===== src/hdl/ctu_pkg.sv =====
package ctu_pkg;

    localparam int unsigned YearFirst = 1970;
    localparam int unsigned YearLast = 9999;
    // days from year 1 through the end of 1969
    localparam logic [22:0] EpochDays = 23'd719162;
    localparam logic [16:0] DaySeconds = 17'd86400;
    localparam logic [12:0] Recip100 = 13'd5243;   // 2^19 / 100, rounded up
    localparam int unsigned Recip100Shift = 19;

    typedef struct packed {
        logic        rej;
        logic [13:0] y;       // year - 1
        logic [6:0]  q100;    // (year - 1) / 100
        logic [8:0]  doy;     // day of year, from 0
        logic [16:0] tod;     // seconds of the day
        logic [9:0]  millis;
    } t_item;

    function automatic logic [8:0] month_start(input logic [3:0] m);
        logic [8:0] d;
        case (m)
            4'd0:    d = 9'd0;
            4'd1:    d = 9'd31;
            4'd2:    d = 9'd59;
            4'd3:    d = 9'd90;
            4'd4:    d = 9'd120;
            4'd5:    d = 9'd151;
            4'd6:    d = 9'd181;
            4'd7:    d = 9'd212;
            4'd8:    d = 9'd243;
            4'd9:    d = 9'd273;
            4'd10:   d = 9'd304;
            4'd11:   d = 9'd334;
            default: d = 9'd0;
        endcase
        return d;
    endfunction

    // floor(v / 100), exact for v below 10000
    function automatic logic [6:0] div100(input logic [13:0] v);
        logic [26:0] p;
        p = {13'd0, v} * {14'd0, Recip100};
        return p[Recip100Shift +: 7];
    endfunction

endpackage


===== src/hdl/ctu_front.sv =====
module ctu_front (
    input  logic               i_clk,
    input  logic               i_rst_n,
    input  logic               i_take,
    input  logic [13:0]        i_year,
    input  logic [6:0]         i_month,
    input  logic [6:0]         i_day,
    input  logic [6:0]         i_hour,
    input  logic [6:0]         i_minute,
    input  logic [6:0]         i_second,
    input  logic [9:0]         i_millis,
    input  logic               i_full,
    output logic               o_push,
    output logic               o_ready,
    output ctu_pkg::t_item     o_item
);

    logic           r_valid;
    ctu_pkg::t_item r_item;
    ctu_pkg::t_item n_item;

    logic        bad;
    logic [13:0] ym1;
    logic [6:0]  qy;
    logic [13:0] ry;
    logic        leap;
    logic [3:0]  midx;
    logic [8:0]  adj;
    logic [16:0] hsec;
    logic [16:0] msec;

    always_comb begin
        bad = (i_year < 14'(ctu_pkg::YearFirst)) || (i_year > 14'(ctu_pkg::YearLast))
            || (i_month < 7'd1) || (i_month > 7'd12)
            || (i_day < 7'd1) || (i_day > 7'd31)
            || (i_hour > 7'd23) || (i_minute > 7'd59) || (i_second > 7'd59)
            || (i_millis > 10'd999);
        ym1 = i_year - 14'd1;
        qy = ctu_pkg::div100(i_year);
        ry = i_year - 14'({7'd0, qy} * 14'd100);
        leap = ((i_year[1:0] == 2'd0) && (ry != 14'd0))
            || ((ry == 14'd0) && (qy[1:0] == 2'd0));
        midx = i_month[3:0] - 4'd1;
        adj = {8'd0, (i_month > 7'd2) && leap};
        hsec = {12'd0, i_hour[4:0]} * 17'd3600;
        msec = {11'd0, i_minute[5:0]} * 17'd60;
        n_item.rej = bad;
        n_item.y = ym1;
        n_item.q100 = ctu_pkg::div100(ym1);
        n_item.doy = ctu_pkg::month_start(midx) + adj + {2'd0, i_day} - 9'd1;
        n_item.tod = hsec + msec + {11'd0, i_second[5:0]};
        n_item.millis = i_millis;
    end

    assign o_push = r_valid && !i_full;
    assign o_ready = !r_valid || !i_full;
    assign o_item = r_item;

    always_ff @(posedge i_clk) begin
        if (!i_rst_n) begin
            r_valid <= 1'b0;
        end else if (o_ready) begin
            r_valid <= i_take;
        end
        if (i_take && o_ready) begin
            r_item <= n_item;
        end
    end

endmodule


===== src/hdl/ctu_fifo.sv =====
module ctu_fifo (
    input  logic               i_clk,
    input  logic               i_rst_n,
    input  logic               i_push,
    input  ctu_pkg::t_item     i_item,
    input  logic               i_pop,
    output logic               o_full,
    output logic               o_empty,
    output ctu_pkg::t_item     o_item
);

    ctu_pkg::t_item r_mem [2];
    logic           r_wp;
    logic           r_rp;
    logic [1:0]     r_cnt;
    logic           pop;

    assign o_full = r_cnt == 2'd2;
    assign o_empty = r_cnt == 2'd0;
    assign o_item = r_mem[r_rp];
    assign pop = i_pop && !o_empty;

    always_ff @(posedge i_clk) begin
        if (!i_rst_n) begin
            r_wp <= 1'b0;
            r_rp <= 1'b0;
            r_cnt <= 2'd0;
        end else begin
            if (i_push) begin
                r_wp <= !r_wp;
            end
            if (pop) begin
                r_rp <= !r_rp;
            end
            if (i_push && !pop) begin
                r_cnt <= r_cnt + 2'd1;
            end else if (pop && !i_push) begin
                r_cnt <= r_cnt - 2'd1;
            end
        end
        if (i_push) begin
            r_mem[r_wp] <= i_item;
        end
    end

endmodule


===== src/hdl/ctu_back.sv =====
module ctu_back (
    input  logic               i_clk,
    input  logic               i_rst_n,
    input  logic               i_valid,
    input  ctu_pkg::t_item     i_item,
    output logic               o_strobe,
    output logic [47:0]        o_epoch_millis,
    output logic               o_rejected
);

    // stage valids and payload
    logic [4:0]  r_v;
    logic [4:0]  r_rej;
    logic [21:0] r_days;
    logic [38:0] r_dsec;
    logic [38:0] r_secs;
    logic [47:0] r_ms;
    logic [16:0] r_tod1;
    logic [16:0] r_tod2;
    logic [9:0]  r_ml [4];
    logic [47:0] r_out;

    logic [22:0] n_days;
    logic [13:0] y;
    logic [6:0]  q;

    always_comb begin
        y = i_item.y;
        q = i_item.q100;
        n_days = {9'd0, y} * 23'd365 + {11'd0, y[13:2]} - {16'd0, q} + {18'd0, q[6:2]}
            + {14'd0, i_item.doy} - ctu_pkg::EpochDays;
    end

    always_ff @(posedge i_clk) begin
        if (!i_rst_n) begin
            r_v <= 5'd0;
        end else begin
            r_v <= {r_v[3:0], i_valid};
        end
        r_rej <= {r_rej[3:0], i_item.rej};
        r_days <= n_days[21:0];
        r_tod1 <= i_item.tod;
        r_ml[0] <= i_item.millis;
        r_dsec <= {17'd0, r_days} * {22'd0, ctu_pkg::DaySeconds};
        r_tod2 <= r_tod1;
        r_ml[1] <= r_ml[0];
        r_secs <= r_dsec + {22'd0, r_tod2};
        r_ml[2] <= r_ml[1];
        r_ms <= 48'({9'd0, r_secs} * 48'd1000);
        r_ml[3] <= r_ml[2];
        r_out <= r_rej[3] ? 48'd0 : r_ms + {38'd0, r_ml[3]};
    end

    assign o_strobe = r_v[4];
    assign o_epoch_millis = r_out;
    assign o_rejected = r_rej[4];

endmodule


===== src/hdl/calendar_to_unix_millis.sv =====
// UTC calendar date and time to milliseconds since 1970-01-01 00:00:00.
// Input: an item is taken at a rising edge with start high and busy low;
// i_year, i_month, i_day, i_hour, i_minute, i_second and i_millis are
// sampled at that edge. Fields out of range give o_rejected high and a
// zero o_epoch_millis; the day is checked against 31 only.
// Output: each result shows for one cycle with o_strobe high. The receiver
// cannot hold results off.
// Path: the front register, the two-entry queue and the five-stage back
// pipeline lie between the accepting edge and the edge that takes the result.
// Throughput: one item per cycle. The back pipeline never stalls, so the
// queue drains every cycle and busy stays low in normal use; it rises only
// if the queue were full.
// Reset: synchronous, active low; drops every item in flight, no result
// follows for items taken before reset.
module calendar_to_unix_millis (
    input  logic        i_clk,
    input  logic        i_rst_n,
    input  logic        start,
    output logic        busy,
    input  logic [13:0] i_year,
    input  logic [6:0]  i_month,
    input  logic [6:0]  i_day,
    input  logic [6:0]  i_hour,
    input  logic [6:0]  i_minute,
    input  logic [6:0]  i_second,
    input  logic [9:0]  i_millis,
    output logic        o_strobe,
    output logic [47:0] o_epoch_millis,
    output logic        o_rejected
);

    logic           ready;
    logic           push;
    logic           full;
    logic           empty;
    ctu_pkg::t_item f_item;
    ctu_pkg::t_item q_item;

    assign busy = !ready;

    ctu_front u_front (
        .i_clk    (i_clk),
        .i_rst_n  (i_rst_n),
        .i_take   (start),
        .i_year   (i_year),
        .i_month  (i_month),
        .i_day    (i_day),
        .i_hour   (i_hour),
        .i_minute (i_minute),
        .i_second (i_second),
        .i_millis (i_millis),
        .i_full   (full),
        .o_push   (push),
        .o_ready  (ready),
        .o_item   (f_item)
    );

    ctu_fifo u_fifo (
        .i_clk   (i_clk),
        .i_rst_n (i_rst_n),
        .i_push  (push),
        .i_item  (f_item),
        .i_pop   (1'b1),
        .o_full  (full),
        .o_empty (empty),
        .o_item  (q_item)
    );

    ctu_back u_back (
        .i_clk          (i_clk),
        .i_rst_n        (i_rst_n),
        .i_valid        (!empty),
        .i_item         (q_item),
        .o_strobe       (o_strobe),
        .o_epoch_millis (o_epoch_millis),
        .o_rejected     (o_rejected)
    );

endmodule


===== config.mk =====
export PLATFORM = sky130hd
export DESIGN_NAME = calendar_to_unix_millis
export DESIGN_NICKNAME = d
export VERILOG_FILES = /design/src/hdl/ctu_pkg.sv /design/src/hdl/ctu_front.sv /design/src/hdl/ctu_fifo.sv /design/src/hdl/ctu_back.sv /design/src/hdl/calendar_to_unix_millis.sv
export SDC_FILE = /design/constraint.sdc
export NUM_CORES = 2
export LEC_CHECK = 0
export BUFFER_PORTS_ARGS = -buffer_cell sky130_fd_sc_hd__buf_4
export CAP_MARGIN = 40
export CORE_ASPECT_RATIO = 2
export CORE_MARGIN = 1.5
export CORE_UTILIZATION = 40
export DETAILED_ROUTE_END_ITERATION = 10
export HOLD_SLACK_MARGIN = 0.12
export PLACE_DENSITY = 0.57
export SETUP_SLACK_MARGIN = 0.1
export SLEW_MARGIN = 15
export SYNTH_ARGS = -nofsm -noshare
export SYNTH_HDL_FRONTEND = slang
export SYNTH_SLANG_ARGS = --single-unit
export TNS_END_PERCENT = 20

===== constraint.sdc =====
create_clock -name i_clk -period 13.4 [get_ports i_clk]
set_clock_uncertainty 0.2 [all_clocks]
set_input_delay 2.01 -clock i_clk [delete_from_list [all_inputs] [get_ports i_clk]]
set_output_delay 2.01 -clock i_clk [all_outputs]
set_load 0.01 [all_outputs]

; Word-level counts from Yosys, hierarchy flattened
; Memory sizes are Yosys's and may differ from the RTL's. A register that Yosys moved wholly into a read port is not among the register bits.
; Cells that the tools add are included.
[word_totals]
reg_bits = 293
ram_bits = 156
rom_bits = 144
inputBits = 62
elab_cells = 96
mem_count = 3
[memory_table]
columns = name, depth, width, read_ports, rd_clocked_by_memory_dff, write_ports, line_no
row1 = (name not given), 16, 9, 1, 0, 0, ctu_pkg.sv:22  ; case (m)
row2 = u_fifo.r_mem, 2, 58, 1, 1, 1, ctu_fifo.sv:12  ; ctu_pkg::t_item r_mem [2];
row3 = u_back.r_ml, 4, 10, 4, 0, 4, ctu_back.sv:20  ; logic [9:0] r_ml [4];
[op_classes]
addsub = 17
mul = 8
n_lt_le_gt_ge = 11
n_eq_ne = 1
muxes = 6
n_reduce_logical = 31
[ops]
columns = op, n
row1 = "multiplier 14 x 13 -> 26 bit, second input constant", 2
row2 = adder 48 x 10 -> 48 bit, 1
row3 = "multiplier 39 x 7 -> 45 bit, second input constant", 1
row4 = adder 39 x 17 -> 39 bit, 1
row5 = "multiplier 22 x 10 -> 32 bit, second input constant", 1
row6 = adder 22 x 12 -> 22 bit, 1
row7 = adder 22 x 5 -> 22 bit, 1
row8 = adder 22 x 9 -> 22 bit, 1
row9 = "multiplier 14 x 9 -> 22 bit, second input constant", 1
row10 = "subtractor 22 x 20 -> 22 bit, second input constant", 1
row11 = subtractor 22 x 7 -> 22 bit, 1
row12 = adder 17 x 12 -> 17 bit, 1
row13 = adder 17 x 6 -> 17 bit, 1
row14 = "greater-than comparator 14 bit, second input constant", 1
row15 = "greater-than comparator 7 x 5 -> 1 bit, second input constant", 2
row16 = "greater-than comparator 7 x 6 -> 1 bit, second input constant", 2
row17 = zero test 14 bit, 1
row18 = "less-than comparator 14 x 11 -> 1 bit, second input constant", 1
row19 = "less-than comparator 7 x 1 -> 1 bit, second input constant", 2
row20 = nonzero test 14 bit, 1
row21 = "subtractor 14 x 1 -> 14 bit, second input constant", 1
row22 = subtractor 14 bit, 1
row23 = "multiplier 5 x 8 -> 13 bit, second input constant", 1
row24 = "multiplier 7 x 5 -> 12 bit, second input constant", 1
row25 = other kinds (18), 46

; Logic depth before layout (Yosys ltp)
[logic_depth]
ltp_word = 10
ltp_mapped = 52

; Modules after synthesis
; From an unflattened synthesis, not the netlist that was laid out.
[unflattened]
cells_unflattened = 3721
area_unflattened_um2 = 39195.1
[by_module_without_submodules]
columns = mod, instances, cells_per_inst, area_per_inst_um2, seq_area_each_um2
row1 = ctu_back, 1, 2292, 22402.7, 5405.2
row2 = ctu_front, 1, 1224, 12385.6, 1761.7
row3 = ctu_fifo, 1, 202, 4395.5, 3583.4
row4 = calendar_to_unix_millis, 1, 3, 11.3, 0.0

; Worst setup path before layout
; No wires, ideal clock.
[synth_path]
path_kind = in2reg
from = input i_year[5]
to = register u_front.r_item, in the netlist u_front.o_item[35], data pin
t_arrival_ns = 11.796
path_slack_ns = 1.145
cell_stages = 50
path_buffers = 0
path_cell_list = inv_1 > fa_1 > inv_1 > ha_1 > fa_1 > fa_1 > inv_1 > fa_1 > inv_1 > ha_1 > a211o_1 > a21oi_1 > a21oi_1 > a21o_2 > a21o_4 > a21oi_1 > o21bai_1 > xor2_1 > [14 not listed] > o32a_1 > or3_1 > and3_1 > o211ai_1 > o41ai_2 > ha_1 > inv_1 > ha_1 > inv_1 > fa_1 > inv_1 > a21oi_1 > o21ai_0 > a21oi_1 > o21bai_1 > a21o_1 > a21oi_1 > xnor2_1
[synth_lines]
columns = element, line_no
row1 = "start, declared", calendar_to_unix_millis.sv:20  ; input logic [13:0] i_year,
row2 = "end signal, assigned", ctu_front.sv:66  ; r_item <= n_item;
row3 = "end, declared", ctu_front.sv:19  ; ctu_pkg::t_item r_item;

==> results summary <==
The clock sink count is 450. On the critical path, the stage with the largest delay is an instance of sky130_fd_sc_hd__fa_1. The biggest cell delay along the critical path came out at 0.59 ns.

The count of buffers inserted at the top-level ports came out at 112. The total congestion overflow after global routing came out at 0. The global routing met1 resource utilization came out at 13.4%. The clock passes through at most 3 buffers.

The detailed placement HPWL is 63000 µm. The total CTS buffers came out at 42. The via count of the first global-routing pass is 24866. The global routing usage on met2 came out at 35.6%. The share of flip-flops with an asynchronous set or reset after synthesis came out at 0%. In this run the number of cells on the critical path is 51.

The final-report hold violation count came to 0. For the worst setup path, the data arrival time is 12.61 ns. The number of hold buffers added after CTS is 5. Clock-pin slew was measured on the worst setup and hold paths at 0.06 ns. The number of remaining DRC errors came out at 0.

Entering global routing, the biggest net connects 59 pins. The final period utilization is 93.2%. Hold timing on the final database bottoms out at a slack of 0.122 ns. The max-cap check violation count came out at 0. The routed design could run at a clock period as short as 12.48 ns. The setup TNS came out at 0 ns. In this run, synthesis inferred 174 flip-flops with an integrated enable. Setup violations remaining at the end of the flow were counted as 0. The count of nets left with antenna violations after detail routing is 0. After synthesis the netlist holds a flip-flop and latch count of 450. The worst reg-to-reg path cell count is 22.

The worst setup path is captured at a flip-flop. The capturing point of the worst reg2reg path is u_back.r_days[20]. The worst hold path terminates at u_back.r_secs[1]. The critical path contains buffers and inverters numbering 10 combined. The average cell area after synthesis is 11.2 µm². In this run the core area contains 157 standard-cell rows. The global-route usage over all layers came out at 16.1%.

The relative area change from synthesis to final layout is 10.7%. The gate count of the mapped netlist came out at 3295. The hold-critical path depth is 0.

The cell area after synthesis came out at 37000 µm². The number of violations reported at the end of detailed-routing iteration 0 is 502. Data on the critical path is required at its endpoint by 13.53 ns. TritonCTS built the clock tree. The weighted congestion reported at the end of routability-driven placement is 0.872.

The number of gates resized after CTS was 0. The number of nets in the synthesized netlist is 4402. The run finished with clean final reports. The relative slew slack came out at 42.7%. At the later pin of the worst-skew pair, clock insertion delay measures 0.60 ns. Setup repair after global routing left no endpoint under its margin.

The actual transition at the worst max-transition pin came out at 0.852 ns. The detailed-routing iteration count for the pre-antenna-repair pass is 7. After global routing, the most crowded layer is met2. The number of buffers inserted by post-CTS setup repair came out at 0.

For this run, the top clock speed supported by timing is 0.0801 GHz. The number of vias after detailed routing came out at 22642. Summed over all instances, the cell type with the most area after synthesis is sky130_fd_sc_hd__fa_1. The final design utilization came out at 44.7%. In this run the standard cell core region covers 91500 µm².

The cell area after placement came out at 39500 µm². CTS built an H-tree with a depth of 2. The reg2reg setup slack is 5.75 ns. The final wirelength is 72600 µm.

STA classifies the critical path startpoint as an input pin. The yosys synthesis warning count is 0. The setup path with the least slack is of type in2reg.

Sequential cells were found to cover 29.1% of the synthesized design area. The met3 routing resource usage after global routing came out at 1.63%. After synthesis, the cell types taking the most area are sky130_fd_sc_hd__fa_1 (23%), sky130_fd_sc_hd__ha_1 (21%), sky130_fd_sc_hd__dfxtp_1 (15%), sky130_fd_sc_hd__edfxtp_1 (14%), sky130_fd_sc_hd__inv_1 (6.6%). The worst hold path begins at u_back.r_tod2[1]. The initial cell density of the core came out at 40.4%. With fillers left out, the area of the finished cells amounts to 40900 µm². The number of nets in the finished design is 4572. The class of the most critical hold timing path is reg2reg. Clock tree synthesis selected as its root buffer the cell sky130_fd_sc_hd__clkbuf_16. The number of antenna diodes in the final layout is 0.

The first-pass GRT wire length is 120000 µm. On the critical path the largest part of the delay comes from adder cells. The largest fanout on the critical path is 7.

The die covers 94300 µm². The area fraction of the dominant cell type after synthesis came out at 23.0%. The number of slew-limit violations in the final report is 0.

The most used flip-flop cell after synthesis is sky130_fd_sc_hd__dfxtp_1. The height of the die is 433 µm. After detailed routing, the number of vias per cell comes to 4.83. The initial antenna violation count is 4.

By instance count, the cell type seen most on the critical path is sky130_fd_sc_hd__inv_1. The average routed wire per standard cell came out at 15.5 µm. From left edge to right edge, the die measures 218 µm. The number of distinct standard cells referenced by the synthesized netlist is 72.

In this run the count of I/O pins placed on the die edge is 113. The fraction of layout cells with a size suffix above 1 is 7.89%.
==> final cells by class <==
class	instances	area, µm²
Clock buffer	55	1150
Clock inverter	23	223
Fill cell	8758	50600
Inverter	652	2450
Multi-Input combinational cell	2178	23700
Sequential cell	450	10800
Tap cell	1192	1490
Timing Repair Buffer	141	1090
==> state kept, by name (all words and copies together) (netlist names), named ones only <==
name                   cells
u_fifo.r_rp                1
u_front.r_valid            1
u_fifo.r_mem             116
u_fifo.r_cnt               2
u_back.r_tod1             17
u_back.r_days             22
u_back.r_ms               45
u_back.o_epoch_millis     48
u_back.r_secs             39
u_back.r_tod2             17
u_back.r_v                 5
u_back.r_ml               40
u_back.r_dsec             32
u_front.o_item            58
u_back.r_rej               5
u_fifo.r_wp                1
==> worst max-delay path by stage <==
stage | from | to | slack [ns]
floorplan | i_year[5] | u_front.o_item[35] | 1.14
detailed placement | i_year[5] | u_front.o_item[35] | 0.27
global route | i_year[5] | u_front.o_item[35] | 0.19
global placement | i_year[5] | u_front.o_item[35] | 0.36
CTS | i_year[5] | u_front.o_item[35] | 0.90
finish | i_year[5] | u_front.o_item[35] | 0.92
==> cells in the mapped netlist (20+ instances only) <==
cell	count
sky130_fd_sc_hd__nor3_1	34
sky130_fd_sc_hd__and3_1	22
sky130_fd_sc_hd__nand3_1	40
sky130_fd_sc_hd__mux2_2	40
sky130_fd_sc_hd__nand2_1	88
sky130_fd_sc_hd__mux2i_1	20
sky130_fd_sc_hd__fa_1	425
sky130_fd_sc_hd__nor2b_1	27
sky130_fd_sc_hd__dfxtp_1	276
sky130_fd_sc_hd__nor2_1	143
sky130_fd_sc_hd__a21oi_1	128
sky130_fd_sc_hd__o21ai_0	66
sky130_fd_sc_hd__xnor2_1	146
sky130_fd_sc_hd__edfxtp_1	174
sky130_fd_sc_hd__a21o_1	63
sky130_fd_sc_hd__nand2b_1	20
sky130_fd_sc_hd__ha_1	620
sky130_fd_sc_hd__o21bai_1	23
sky130_fd_sc_hd__xor2_1	84
sky130_fd_sc_hd__nand4_1	21
sky130_fd_sc_hd__inv_1	652
==> through the flow <==
| stage | setup WS (ns) | std cells |
|---|---|---|
| finish | 0.916 | 4691 |
| global route | 0.191 | 4691 |
| CTS | 0.905 | 4691 |
| detailed placement | 0.273 | 4608 |
| global placement | 0.357 | 4606 |
| floorplan | 1.14 | 3295 |
==> logic make-up (layout without fill, tap and decap cells) <==
kind of cell    count (synthesis)  in the layout  synth area share [%]
compound gates                398            398                  7.05
xor+xnor                      231            231                  5.53
fa+ha+maj                    1045           1045                  44.0
buf+inv                       667            871                  6.78
flops                         450            450                  29.1
mux                            61             61                  1.80
simple gates                  443            443                  5.74
==> metal layers <==
layer	vias to the layer above	part of all wire, %
li1	11160	-
met1	11044	31
met2	262	62
met3	168	2.1
met4	8	4.8
met5	-	0.072
==> worst reg2reg max path, delay by kind of cell, from the launching register on <==
family,cells,cell delay [ns]
fa+ha+maj,7,2.97
flops,1,0.72
buf+inv,3,0.90
xor+xnor,1,0.15
mux,1,0.74
compound gates,8,1.66
simple gates,2,0.23
==> cell usage in the layout, fill, tap and decap left out, types with 5 or more instances in the layout <==
master                          instances
sky130_fd_sc_hd__nor3_1                34
sky130_fd_sc_hd__nand2b_1              20
sky130_fd_sc_hd__nor4_1                 5
sky130_fd_sc_hd__o211ai_1               9
sky130_fd_sc_hd__o21a_1                17
sky130_fd_sc_hd__nand3_1               40
sky130_fd_sc_hd__o21ai_0               66
sky130_fd_sc_hd__dfxtp_1              274
sky130_fd_sc_hd__and2_1                14
sky130_fd_sc_hd__a21oi_1              128
sky130_fd_sc_hd__o21bai_1              23
sky130_fd_sc_hd__nor2b_1               26
sky130_fd_sc_hd__fa_1                 425
sky130_fd_sc_hd__clkbuf_8               5
sky130_fd_sc_hd__a211oi_1               8
sky130_fd_sc_hd__mux2i_1               20
sky130_fd_sc_hd__xnor2_1              143
sky130_fd_sc_hd__edfxtp_1             174
sky130_fd_sc_hd__xor2_1                84
sky130_fd_sc_hd__ha_1                 620
sky130_fd_sc_hd__and3_1                21
sky130_fd_sc_hd__a21o_1                63
sky130_fd_sc_hd__nand4_1               21
sky130_fd_sc_hd__inv_1                652
sky130_fd_sc_hd__dlygate4sd3_1          5
sky130_fd_sc_hd__a21boi_0              10
sky130_fd_sc_hd__a31oi_1               10
sky130_fd_sc_hd__nor2_1               142
sky130_fd_sc_hd__inv_6                  5
sky130_fd_sc_hd__clkbuf_16             42
sky130_fd_sc_hd__o31ai_1                7
sky130_fd_sc_hd__mux2_2                40
sky130_fd_sc_hd__clkinv_2               8
sky130_fd_sc_hd__clkbuf_1               7
sky130_fd_sc_hd__buf_4                135
sky130_fd_sc_hd__nand2_1               88
sky130_fd_sc_hd__or3_1                 17
Power is not shown: default switching activity piles up to over one toggle a cycle in this logic, so the estimate is an artifact.
